--- src/sv/olist_pkg.sv ---
// Shared constants and types for the ordered list insert block.
`timescale 1ns / 1ps
`default_nettype none

package olist_pkg;

    // List capacity and derived widths
    localparam int DEPTH  = 32;
    localparam int CNT_W  = $clog2(DEPTH + 1);
    localparam int ADDR_W = (DEPTH > 1) ? $clog2(DEPTH) : 1;

    // Fixed field widths of the stream payloads
    localparam int POS_W      = 6;
    localparam int VAL_W      = 32;
    localparam int STATUS_W   = 2;
    localparam int S_TDATA_W  = ((POS_W + VAL_W + 7) / 8) * 8;
    localparam int M_TDATA_W  = VAL_W;
    localparam int M_TUSER_W  = 1 + STATUS_W;

    // Result status codes
    localparam logic [STATUS_W-1:0] STATUS_ELEMENT = 2'd0;
    localparam logic [STATUS_W-1:0] STATUS_INVALID = 2'd1;
    localparam logic [STATUS_W-1:0] STATUS_FULL    = 2'd2;

    typedef enum logic [2:0] {
        ST_IDLE  = 3'b001,
        ST_SHIFT = 3'b010,
        ST_DUMP  = 3'b100
    } state_t;

    typedef struct packed {
        logic                last;
        logic [STATUS_W-1:0] status;
        logic                dir;
    } meta_t;

    typedef struct packed {
        logic [VAL_W-1:0] value;
        meta_t            meta;
    } result_t;

endpackage

`default_nettype wire

--- src/sv/olist_ram.sv ---
// Generic single-write, single-read RAM with registered read data.
`timescale 1ns / 1ps
`default_nettype none

module olist_ram #(
    parameter  int WIDTH = 32,
    parameter  int DEPTH = 32,
    localparam int AW    = (DEPTH > 1) ? $clog2(DEPTH) : 1
) (
    input  wire logic             aclk,
    input  wire logic             wr_en,
    input  wire logic [AW-1:0]    wr_addr,
    input  wire logic [WIDTH-1:0] wr_data,
    input  wire logic [AW-1:0]    rd_addr,
    output logic      [WIDTH-1:0] rd_data
);

    logic [WIDTH-1:0] mem [DEPTH];

    always_ff @(posedge aclk) begin
        if (wr_en) begin
            mem[wr_addr] <= wr_data;
        end
        rd_data <= mem[rd_addr];
    end

endmodule

`default_nettype wire

--- src/sv/ordered_list_insert_at_position.sv ---
// Top level of the ordered list insert block: control, list RAM and output queue.
`timescale 1ns / 1ps
`default_nettype none

// Ordered list of up to DEPTH signed 32-bit values, held in one RAM.
// Input channel (s_*): one beat carries an insert position and a value.
// Result channel (m_*): beats of the list dump, or a single status beat.
// A position above the current count yields one beat with status "invalid";
// a full list yields one beat with status "full"; both leave the list as is.
// An accepted insert moves entries at and above the position up by one, one
// entry per cycle through the RAM's read and write ports (each entry is read,
// then written back one slot higher; the new value is placed after the last
// write-back, and an insert at the tail skips the move), then streams the list
// front to back and back to front, one beat per cycle while the output queue
// has room: 2 * count beats.
// The shift loop and the single RAM read port set how long a full-size insert
// at the head takes. m_tlast marks the last beat caused by an input. Reset
// empties the list; RAM contents are never cleared, only entries below the
// count are ever read. When the receiver stalls, a two-beat output queue
// absorbs the in-flight RAM read and the dump pauses; a new insert is taken
// once the dump is issued and a queue slot is free.
module ordered_list_insert_at_position (
    input  wire logic                              aclk,
    input  wire logic                              aresetn,
    input  wire logic                              s_tvalid,
    output logic                                   s_tready,
    // [5:0] insert_position, [37:6] new_value, upper bits zero
    input  wire logic [olist_pkg::S_TDATA_W-1:0]   s_tdata,
    output logic                                   m_tvalid,
    input  wire logic                              m_tready,
    // [31:0] element_value
    output logic      [olist_pkg::M_TDATA_W-1:0]   m_tdata,
    // [0] pass_direction, [2:1] status
    output logic      [olist_pkg::M_TUSER_W-1:0]   m_tuser,
    output logic                                   m_tlast
);
    import olist_pkg::*;

    state_t            state_reg, state_next;
    logic [CNT_W-1:0]  count_reg, count_next;
    logic [CNT_W-1:0]  src_reg, src_next;       // target slot of the next entry to move up
    logic [CNT_W-1:0]  pos_reg, pos_next;
    logic [VAL_W-1:0]  val_reg, val_next;
    logic              shwr_valid_reg, shwr_valid_next;
    logic [ADDR_W-1:0] shwr_addr_reg, shwr_addr_next;
    logic [ADDR_W-1:0] rd_idx_reg, rd_idx_next;
    logic              back_reg, back_next;     // backward pass of the dump
    logic              pend_valid_reg, pend_valid_next;
    meta_t             pend_meta_reg, pend_meta_next;

    // two-entry output queue
    result_t           fifo_reg [2];
    logic              fifo_wptr_reg, fifo_rptr_reg;
    logic [1:0]        fifo_cnt_reg;

    // RAM port signals
    logic              ram_we;
    logic [ADDR_W-1:0] ram_waddr;
    logic [VAL_W-1:0]  ram_wdata;
    logic [ADDR_W-1:0] ram_raddr;
    logic [VAL_W-1:0]  ram_rdata;

    logic [POS_W-1:0]  in_pos;
    logic [VAL_W-1:0]  in_val;
    logic              accept;
    logic              pos_bad;
    logic              list_full;
    logic              pop;
    logic              push;
    logic [2:0]        occupancy;
    logic              can_issue;
    logic [CNT_W-1:0]  src_m1;
    logic [CNT_W-1:0]  last_idx;
    result_t           push_entry;

    olist_ram #(
        .WIDTH (VAL_W),
        .DEPTH (DEPTH)
    ) u_list_ram (
        .aclk    (aclk),
        .wr_en   (ram_we),
        .wr_addr (ram_waddr),
        .wr_data (ram_wdata),
        .rd_addr (ram_raddr),
        .rd_data (ram_rdata)
    );

    // Input decode
    assign in_pos    = s_tdata[POS_W-1:0];
    assign in_val    = s_tdata[POS_W +: VAL_W];
    assign pos_bad   = in_pos > POS_W'(count_reg);
    assign list_full = count_reg == CNT_W'(DEPTH);

    // Take an insert only when idle and a queue slot is reserved for its first beat
    assign s_tready = (state_reg == ST_IDLE) && !pend_valid_reg && (fifo_cnt_reg != 2'd2);
    assign accept   = s_tvalid && s_tready;

    // Output side
    assign m_tvalid = fifo_cnt_reg != 2'd0;
    assign m_tdata  = fifo_reg[fifo_rptr_reg].value;
    assign m_tuser  = {fifo_reg[fifo_rptr_reg].meta.status, fifo_reg[fifo_rptr_reg].meta.dir};
    assign m_tlast  = fifo_reg[fifo_rptr_reg].meta.last;
    assign pop      = m_tvalid && m_tready;
    assign push     = pend_valid_reg;

    // Queue slots taken or promised; issue a read only if one stays free
    assign occupancy = {1'b0, fifo_cnt_reg} + {2'b00, pend_valid_reg} - {2'b00, pop};
    assign can_issue = occupancy < 3'd2;

    assign src_m1   = src_reg - 1'b1;
    assign last_idx = count_reg - 1'b1;

    // Rejected inserts carry a zero value; dump beats take the RAM read data
    assign push_entry.value = (pend_meta_reg.status == STATUS_ELEMENT) ? ram_rdata : '0;
    assign push_entry.meta  = pend_meta_reg;

    always_comb begin
        state_next      = state_reg;
        count_next      = count_reg;
        src_next        = src_reg;
        pos_next        = pos_reg;
        val_next        = val_reg;
        shwr_valid_next = shwr_valid_reg;
        shwr_addr_next  = shwr_addr_reg;
        rd_idx_next     = rd_idx_reg;
        back_next       = back_reg;
        pend_valid_next = 1'b0;
        pend_meta_next  = pend_meta_reg;
        ram_we          = 1'b0;
        ram_waddr       = shwr_addr_reg;
        ram_wdata       = ram_rdata;
        ram_raddr       = rd_idx_reg;

        unique case (state_reg)
            ST_IDLE: begin
                if (accept) begin
                    if (pos_bad) begin
                        pend_valid_next = 1'b1;
                        pend_meta_next  = '{last: 1'b1, status: STATUS_INVALID, dir: 1'b0};
                    end else if (list_full) begin
                        pend_valid_next = 1'b1;
                        pend_meta_next  = '{last: 1'b1, status: STATUS_FULL, dir: 1'b0};
                    end else begin
                        src_next        = count_reg;
                        pos_next        = in_pos[CNT_W-1:0];
                        val_next        = in_val;
                        shwr_valid_next = 1'b0;
                        state_next      = ST_SHIFT;
                    end
                end
            end
            ST_SHIFT: begin
                // write back the entry read last cycle, one slot higher
                if (shwr_valid_reg) begin
                    ram_we = 1'b1;
                end
                if (src_reg > pos_reg) begin
                    ram_raddr       = src_m1[ADDR_W-1:0];
                    shwr_valid_next = 1'b1;
                    shwr_addr_next  = src_reg[ADDR_W-1:0];
                    src_next        = src_m1;
                end else begin
                    shwr_valid_next = 1'b0;
                    if (!shwr_valid_reg) begin
                        // move done: place the new value and start the dump
                        ram_we      = 1'b1;
                        ram_waddr   = pos_reg[ADDR_W-1:0];
                        ram_wdata   = val_reg;
                        count_next  = count_reg + 1'b1;
                        rd_idx_next = '0;
                        back_next   = 1'b0;
                        state_next  = ST_DUMP;
                    end
                end
            end
            ST_DUMP: begin
                if (can_issue) begin
                    pend_valid_next = 1'b1;
                    pend_meta_next  = '{last:   back_reg && (rd_idx_reg == '0),
                                        status: STATUS_ELEMENT,
                                        dir:    back_reg};
                    if (!back_reg) begin
                        if (CNT_W'(rd_idx_reg) == last_idx) begin
                            back_next = 1'b1;
                        end else begin
                            rd_idx_next = rd_idx_reg + 1'b1;
                        end
                    end else begin
                        if (rd_idx_reg == '0) begin
                            state_next = ST_IDLE;
                        end else begin
                            rd_idx_next = rd_idx_reg - 1'b1;
                        end
                    end
                end
            end
            default: begin
                state_next = ST_IDLE;
            end
        endcase
    end

    // Control state
    always_ff @(posedge aclk) begin
        if (!aresetn) begin
            state_reg      <= ST_IDLE;
            count_reg      <= '0;
            shwr_valid_reg <= 1'b0;
            pend_valid_reg <= 1'b0;
            back_reg       <= 1'b0;
            fifo_wptr_reg  <= 1'b0;
            fifo_rptr_reg  <= 1'b0;
            fifo_cnt_reg   <= 2'd0;
        end else begin
            state_reg      <= state_next;
            count_reg      <= count_next;
            shwr_valid_reg <= shwr_valid_next;
            pend_valid_reg <= pend_valid_next;
            back_reg       <= back_next;
            if (push) begin
                fifo_wptr_reg <= ~fifo_wptr_reg;
            end
            if (pop) begin
                fifo_rptr_reg <= ~fifo_rptr_reg;
            end
            fifo_cnt_reg <= fifo_cnt_reg + {1'b0, push} - {1'b0, pop};
        end
    end

    // Payload registers
    always_ff @(posedge aclk) begin
        src_reg       <= src_next;
        pos_reg       <= pos_next;
        val_reg       <= val_next;
        shwr_addr_reg <= shwr_addr_next;
        rd_idx_reg    <= rd_idx_next;
        pend_meta_reg <= pend_meta_next;
        if (push) begin
            fifo_reg[fifo_wptr_reg] <= push_entry;
        end
    end

endmodule

`default_nettype wire
--- config.mk ---
export PLATFORM = sky130hd
export DESIGN_NAME = ordered_list_insert_at_position
export DESIGN_NICKNAME = d
export VERILOG_FILES = /design/src/sv/olist_pkg.sv /design/src/sv/olist_ram.sv /design/src/sv/ordered_list_insert_at_position.sv
export SDC_FILE = /design/constraint.sdc
export NUM_CORES = 1
export LEC_CHECK = 0
export BUFFER_PORTS_ARGS = -buffer_cell sky130_fd_sc_hd__buf_4
export CORE_MARGIN = 1.5
export CORE_UTILIZATION = 54
export DETAILED_ROUTE_END_ITERATION = 6
export PLACE_DENSITY = 0.7
export SLEW_MARGIN = 0
export SYNTH_ARGS = -nofsm -noshare
export SYNTH_HDL_FRONTEND = slang
export SYNTH_SLANG_ARGS = --single-unit
--- constraint.sdc ---
create_clock -name aclk -period 5.4 [get_ports aclk]
set_input_delay 0.27 -clock aclk [delete_from_list [all_inputs] [get_ports aclk]]
set_output_delay 0.27 -clock aclk [all_outputs]
set_load 0.05 [all_outputs]
==> results_dict.tcl <==
set metrics [dict create \
    synth_compound_area_share_pct 12.0 \
    synthXorXnorAreaFrac_pct 0.446 \
    gp_congestion 0.815 \
    p_per_area_nw_per_um2 361 \
    initial_core_util_pct 54.4 \
    rows 108 \
    antenna_found_initial 1 \
    min_path_type "primary input to register" \
    synth_top_area_share_pct 73.6 \
    crit_path_start_kind "register" \
    clk_path_buf_depth 3 \
    cts_tree "yes" \
    synth_edf_count 1154 \
    antenna_cells 0 \
    root_buffer "clkbuf_16" \
    overflow 0 \
    die_w_um 298 \
    ys_warn_count 0 \
    synth.distinct_cells 69 \
    fmax_ghz 0.216 \
    post_cts_buffers 0 \
    rr_startpoint "src_reg[3]$_DFFE_PP_" \
    path_clk_slew_ns 0.06 \
    firstDrtPassIters 5 \
    layout_commonest_cell "edfxtp_1" \
    grt_pass1_vias 27400 \
    layout_common_cells "edfxtp_1, nand2_1, buf_4, nor2_1, clkbuf_16" \
    die_h_um 298 \
    p_switching_mw 4.18 \
    max_cap_violations 0 \
    synth-simple-area-share_pct 5.63 \
    critPathKind "register to register" \
    clk_latency_ns 0.68 \
    fin_skew_ns 0.0223 \
    netlist_instances 2931 \
    top_usage_layer "met2" \
    power_mw 19.4 \
    r2r-end "u_list_ram.mem[7][10]$_DFFE_PP_" \
    synthTopCellsByArea "edfxtp_1, mux2i_1, dfxtp_1, nand2_1, a221o_1" \
    hold_path_startpoint "m_tready" \
    syn-num-nets 2998 \
    slew_violations 0 \
    port-buffer-count 79 \
    grt_usage_pct 26.1 \
    largest_reg_flops 1024 \
    syn_to_final_growth_pct 14.3 \
    core_um2 86600 \
    via_per_inst 6.41 \
    period_needed_ns 4.62 \
    drive_gt1_share_pct 15.7 \
    numClockSinks 1203 \
    setup_viol 0 \
    cts_resized 0 \
    use_met3_pct 3.33 \
    synth-seq-cells 1203 \
    synthAdderAreaFrac_pct 0.643 \
    synth_flop_cell "edfxtp_1" \
    drc 0 \
    netlist_area_um2 47100 \
    ir_drop_mv 0.260 \
    cts_buffers 115 \
    synth.mux.area_fraction_pct 3.15 \
    drt_iter0_drc 3547 \
    fp.dieArea_um2 89000 \
    final_hold_viol_count 0 \
    whs_path_depth 4 \
    async_reset_ff_share_pct 0 \
    grt_max_degree 64 \
    relSlewSlack_pct 21.7 \
    crit_arrival_ns 5.00 \
    tightestPinTransition_ns 1.17 \
    final.setup.tns_ns 0 \
    grt_use_met1_pct 36.6 \
    avgRoutedWirePerCell_um 27.3 \
    ant_nets 0 \
    reg2reg_depth 9 \
    status "completed" \
    synth_top_cell_by_area "edfxtp_1" \
    ys_seq_area_share_pct 75.7 \
    pin_count 82 \
    cp-end-kind "register" \
    p_int_mw 15.3 \
    grt_pass1_wl_um 173000 \
    synth_top_family_by_area "compound AO/OA/AOI/OAI gates" \
    seq_power_share_pct 53.5 \
    rsz0062_at_grt "false" \
    nNetsFinal 3130 \
    finalCritPeriodShare_pct 85.6 \
    p_comb_share_pct 5.6 \
    swShare_pct 21.5 \
    reg2reg_slack_ns 0.78 \
    drt_wl_total_um 118000 \
    vias 27700 \
    crit_path_max_fanout 18 \
    htree_num_levels 3 \
    p_leak_nw 17.5 \
    p_clk_share_pct 40.9 \
    dp.final_hpwl_um 66900 \
    avgSynthCellArea_um2 16.1 \
    gr-usage-met2_pct 42.8 \
    cp_data_required_time_ns 5.78 \
]
-- through the flow --
stage / instance area, um2 / setup WS [ns] / hold slack, ns / util [%] / cells
global route: 53800 / 0.536 / 0.0556 / 62.1 / 4317
finish: 53800 / 0.779 / 0.0351 / 62.1 / 4317
detailed placement: 49600 / 0.810 / 0.449 / 57.3 / 4062
floorplan: 47100 / 1.26 / 0.369 / - / 2931
CTS: 53800 / 0.748 / 0.0112 / 62.1 / 4317
global placement: 49600 / 0.963 / 0.434 / 57.3 / 4062
-- how the worst max path moves through the flow --
stage | startpoint | slack [ns] | cells after the start | endpoint
5_1_grt | src_reg[3]$_DFFE_PP_ | 0.54 | 9 | u_list_ram.mem[7][10]$_DFFE_PP_
3_3_place_gp | src_reg[3]$_DFFE_PP_ | 0.96 | 9 | u_list_ram.mem[7][12]$_DFFE_PP_
4_1_cts | src_reg[3]$_DFFE_PP_ | 0.75 | 12 | u_list_ram.rd_data[10]$_DFF_P_
2_1_floorplan | src_reg[3]$_DFFE_PP_ | 1.26 | 9 | u_list_ram.mem[19][0]$_DFFE_PP_
3_5_place_dp | src_reg[3]$_DFFE_PP_ | 0.81 | 12 | u_list_ram.rd_data[10]$_DFF_P_
6_report | src_reg[3]$_DFFE_PP_ | 0.78 | 9 | u_list_ram.mem[7][10]$_DFFE_PP_
-- timing repair --
| action | CTS | global route |
|---|---|---|
| endpoints found under the hold margin | 55 | 0 |
| endpoints found under the setup margin | 0 | 0 |
| hold buffers | 39 | 0 |
-- worst max-delay path: stages, from the launching register on --
cell	delay, ns
edfxtp_1	0.53
ha_1	0.37
and4_4	0.19
and3_4	0.18
a31oi_2	0.53
or3_2	0.48
mux2i_1	0.55
nand2b_1	0.37
nor2_4	0.77
buf_4	0.32
-- layout make-up --
class / count / area, um2
multi-input combinational: 1467 / 10600
timing repair buffer: 220 / 2140
sequential: 1203 / 35600
inverter: 56 / 210
clock buffer: 155 / 3160
fill: 5996 / 32800
clock inverter: 61 / 622
tap: 1155 / 1450
-- synthesized netlist by cell type (all sizes together), types with 5 or more instances --
cell     count
nor3        10
nand2      250
o22a        63
o22ai       94
clkbuf     117
o2bb2ai     31
xnor2       19
a211oi      64
o221ai      63
o21a         5
xor2         5
nand2b       9
buf         88
nand3       13
nor3b        7
a32oi       32
mux2i      102
and3        67
a21o         5
ha          21
a32o        31
dfxtp       49
a221o       93
o21ai       44
and2        48
nor2b        7
edfxtp    1154
a31oi        6
inv         56
mux2        41
nor2       153
a21oi       79
a2111oi     33
o211ai      33
-- power groups by stage --
stage          registers [mW]  logic [mW]  clock network (mW)
3_3_place_gp             10.6        1.03                   0
5_1_grt                  10.4        1.15                8.43
6_report                 10.4        1.09                7.96
4_1_cts                  10.4        1.09                8.05
2_1_floorplan            10.5       0.750                   0
3_5_place_dp             10.6        1.06                   0
-- routing by layer --
metal | vias to the layer above | routed length (um)
met5 | - | 0
met4 | 0 | 3210
met3 | 213 | 9880
met2 | 1404 | 56900
met1 | 14100 | 47900
li1 | 12000 | -
-- logic make-up (layout without fill, tap and decap cells) --
logic type,after synthesis,count (layout)
multiplexers,143,143
adder cells (fa/ha/maj),23,23
AND/OR/NAND/NOR,584,584
flip-flops,1203,1203
XOR/XNOR,24,24
AO/OA/AOI/OAI,693,693
buffers and inverters,261,492
No activity file was read; power rests on OpenSTA's default activity.
